`src/sv/pmcb_pkg.sv`:
```
// Shared constants and types for the premultiply mip chain builder.
package pmcb_pkg;

  localparam int MAX_SIDE_LOG2_DEF = 11;
  localparam int CH_W = 8;
  localparam int SUM_CH_W = 10;
  localparam int SUM_W = 4 * SUM_CH_W;
  localparam int LEVEL_W = 4;
  localparam int POS_W = 11;

  typedef enum logic {
    REG_WIDTH_LOG2 = 1'b0,
    REG_HEIGHT_LOG2 = 1'b1
  } reg_index_t;

  typedef struct packed {
    logic [CH_W-1:0] alpha;
    logic [CH_W-1:0] blue;
    logic [CH_W-1:0] green;
    logic [CH_W-1:0] red;
  } pixel_t;

  typedef struct packed {
    logic [SUM_CH_W-1:0] alpha;
    logic [SUM_CH_W-1:0] blue;
    logic [SUM_CH_W-1:0] green;
    logic [SUM_CH_W-1:0] red;
  } pair_sum_t;

endpackage

```
`src/sv/pmcb_premul.sv`:
```
// Alpha premultiply of one straight-alpha pixel, exact truncating divide by 255.
module pmcb_premul import pmcb_pkg::*; (
  input  pixel_t pix_in,
  output pixel_t pix_out,
  output logic   partial
);

  function automatic logic [CH_W-1:0] mul_div255(input logic [CH_W-1:0] c,
                                                 input logic [CH_W-1:0] a);
    logic [2*CH_W-1:0] p;
    logic [2*CH_W:0]   q;
    begin
      p = c * a;
      // floor(p / 255) for p up to 255*255.
      q = {1'b0, p} + {9'd0, p[2*CH_W-1:CH_W]} + 17'd1;
      mul_div255 = q[2*CH_W-1:CH_W];
    end
  endfunction

  always_comb begin
    partial = (pix_in.alpha != 8'hff);
    pix_out = pix_in;
    if (partial) begin
      pix_out.red   = mul_div255(pix_in.red, pix_in.alpha);
      pix_out.green = mul_div255(pix_in.green, pix_in.alpha);
      pix_out.blue  = mul_div255(pix_in.blue, pix_in.alpha);
    end
  end

endmodule

```
`config.mk`:
```
export PLATFORM = sky130hd
export DESIGN_NAME = pmcb_premul
export DESIGN_NICKNAME = d
export VERILOG_FILES = /design/src/sv/pmcb_pkg.sv /design/src/sv/pmcb_premul.sv
export SDC_FILE = /design/constraint.sdc
export NUM_CORES = 1
export LEC_CHECK = 0
export BUFFER_PORTS_ARGS = -buffer_cell sky130_fd_sc_hd__buf_2
export CORE_MARGIN = 4
export CORE_UTILIZATION = 45
export DETAILED_ROUTE_END_ITERATION = 8
export GPL_ROUTABILITY_DRIVEN = 0
export GPL_TIMING_DRIVEN = 0
export PLACE_DENSITY = 0.61
export SKIP_LAST_GASP = 1
export SLEW_MARGIN = 20
export SYNTH_ARGS = -nofsm -noshare
export SYNTH_HDL_FRONTEND = slang
export SYNTH_SLANG_ARGS = --single-unit
```
`constraint.sdc`:
```
create_clock -name vclk -period 9.3
set_input_delay 1.395 -clock vclk [all_inputs]
set_output_delay 1.395 -clock vclk [all_outputs]
set_load 0.01 [all_outputs]
```
==> flow_summary_export.csv <==
group,metric,value,unit
outcome,status,"completed",
die,ios,65,
power,powerDensity,351,mW/mm^2
place,post-dp-hpwl,18.5,mm
worst_hold_path,hp-class,"primary input to output port",
timing,period_share,96.8,%
yosys,ys_types,67,
final_layout,fin_nets,1376,
route,drt_iter0_drc,404,
route,dr.pass1.iters,5,
flow_run,cap_violations,0,
timing,tightest_slew,773,ps
yosys,synthesis.nets,1303,
place,dp.cells,1328,
final_layout,syn2layout_area_growth,10.3,%
route,wl,22.7,mm
route,vias,7627,
final_layout,final_cell_mix,"166 x and2_1, 166 x inv_1, 124 x ha_1",
timing,setup_tns,0,ps
yosys,synth.area.top_cells,"fa_1 26%, ha_1 19%, and2_1 12%",
setup_path,max_stage_delay,540,ps
setup_path,critPathSlowestCell,"fa_1",
final_layout,diodes,0,
timing,hold_viol,0,
yosys,ys_warn_count,0,
power,power_switching_share,58.9,%
timing,rsz0062_at_grt,"false",
timing,hold_ws,2980,ps
route,drt-vias-per-instance,5.71,
final_layout,nFillCells,1780,
setup_path,crit_family,"adder cells",
yosys,synth_top_area_cell,"fa_1",
yosys,synth_top_area_share,25.9,%
setup_path,criticalPathCategory,"primary input to output port",
final_layout,fin_cells,1336,
setup_path,cp_num_buf_inv,7,
final_layout,seq_area,0,um^2
die,chipHeight,144,um
route,wl_per_cell,17.0,um
grt,overflow,0,
setup_path,crit_fanout,10,
power,power_frac_comb,100.0,%
power,seq_power_share,0,%
die,die_x,144,um
power,intPower,1.33,mW
grt,grt_util_all_layers,22.0,%
power,finalPower,3.24,mW
yosys,syn_avg_cell_area,8.06,um^2
die,dieArea,0.0208,mm^2
route,drc,0,
grt,grt_pass1_vias,7325,
timing,finalSetupViolations,0,
power,power.leakage,4.72,nW
die,core,0.0181,mm^2
die,initial_core_util,46.2,%
power,pwr-share-clk,0,%
grt,antenna_found_initial,0,
grt,grt_max_degree,11,
setup_path,start_kind,"primary input",
route,antenna_left,0,
final_layout,clkbuf_count,0,
yosys,netlist_area,0.00835,mm^2
power,netSwitchingPower,1.91,mW
final_layout,flops_and_latches,0,
timing,maxSlewHeadroom,47.7,%
yosys,synth_cells,1036,
power,vdd_ir_drop_max,354,uV
yosys,ys_seq_area_share,0,%
grt,grt_pass1_wl,37.4,mm
setup_path,cpMostUsedCell,"fa_1",
setup_path,worst-endpoint-arrival,7610,ps
timing,finalMaxSlewViolations,0,
die,rows,49,
place,io_buffers,63,
timing,max_clock_freq,111,MHz
timing,min_period,9010,ps
setup_path,crit_required,7910,ps
final_layout,drive_gt1_share,11.6,%
setup_path,cp-end-kind,"output port",
[path summary, 6_finish.rpt]
| path | from | end | slack [ps] | cells after the start |
|---|---|---|---|---|
| worst max-delay path | pix_in[31] | pix_out[4] | 290 | 25 |
| worst min-delay path | pix_in[24] | pix_out[24] | 2980 | 2 |
[synthesized netlist by cell type, types with 3 or more instances]
master     count
nor2_1        36
nor3_1        17
nor4_1         6
o31ai_1        6
a311oi_1       3
o211ai_1       6
o2111ai_1      9
nor3b_1        7
nand4_1       11
o21a_1         9
a31oi_1       11
o21bai_1       3
xnor2_1       17
xor2_1         7
ha_1         127
mux2i_1        7
buf_4          8
and2_1       166
a31o_2         3
o2111a_1       4
nand2_1       58
or3_1          5
a211oi_1      14
or4_1          3
a21oi_1       41
and3_1         9
nand2b_1       7
o21ai_0       25
a21o_1        21
nand3_1       26
a22oi_1        4
a211o_1        6
inv_1        166
nor2b_1        8
clkbuf_1      29
fa_1         108
a2111oi_0      4
o311ai_0       3
[repair_timing]
| item | 4_1_cts | 5_1_grt |
|---|---|---|
| endpoints found under the hold margin | 0 | 0 |
| gates resized for setup | 17 | 52 |
| pin swaps | 1 | 9 |
| setup endpoints to repair | 15 | 16 |
| hold buffers | 0 | 0 |
| buffers inserted | 1 | 7 |
[stage by stage]
stage | util (%) | cell area (um^2) | setup slack [ps]
after floorplan | - | 8350 | 650
after detailed placement | 49.5 | 8950 | -760
after global placement | 49.5 | 8950 | -753
after CTS | 49.8 | 9010 | 2.42
final | 50.9 | 9210 | 295
after global routing | 50.9 | 9210 | 0.690
[layer usage]
metal | wire (um) | track usage (%)
met1 | 10900 | 32.1
met2 | 10500 | 37.8
met3 | 981 | 0.959
met4 | 352 | 2.45
met5 | 0 | 0
[cells by family after synthesis]
group / after synthesis / share of synthesized area, %
xor+xnor: 25 / 2.80
compound gates: 196 / 17.2
simple gates: 369 / 24.6
fa+ha+maj: 236 / 45.1
mux: 7 / 0.839
buf+inv: 203 / 9.49
[area by class of cell]
type | count | area [um^2] | share of cell area, %
multi-input cells | 833 | 7710 | 83.7
well taps | 229 | 287 | 3.11
plain buffers | 37 | 210 | 2.28
repair buffers | 71 | 378 | 4.10
inverters | 166 | 623 | 6.77
[power by group through the flow]
stage	sequential (mW)	combinational (mW)	clock [mW]
after global placement	0	2.97	0
after floorplan	0	2.22	0
after detailed placement	0	2.99	0
final	0	3.24	0
after CTS	0	3.07	0
after global routing	0	3.59	0
Power figures use the tool's default switching activity.
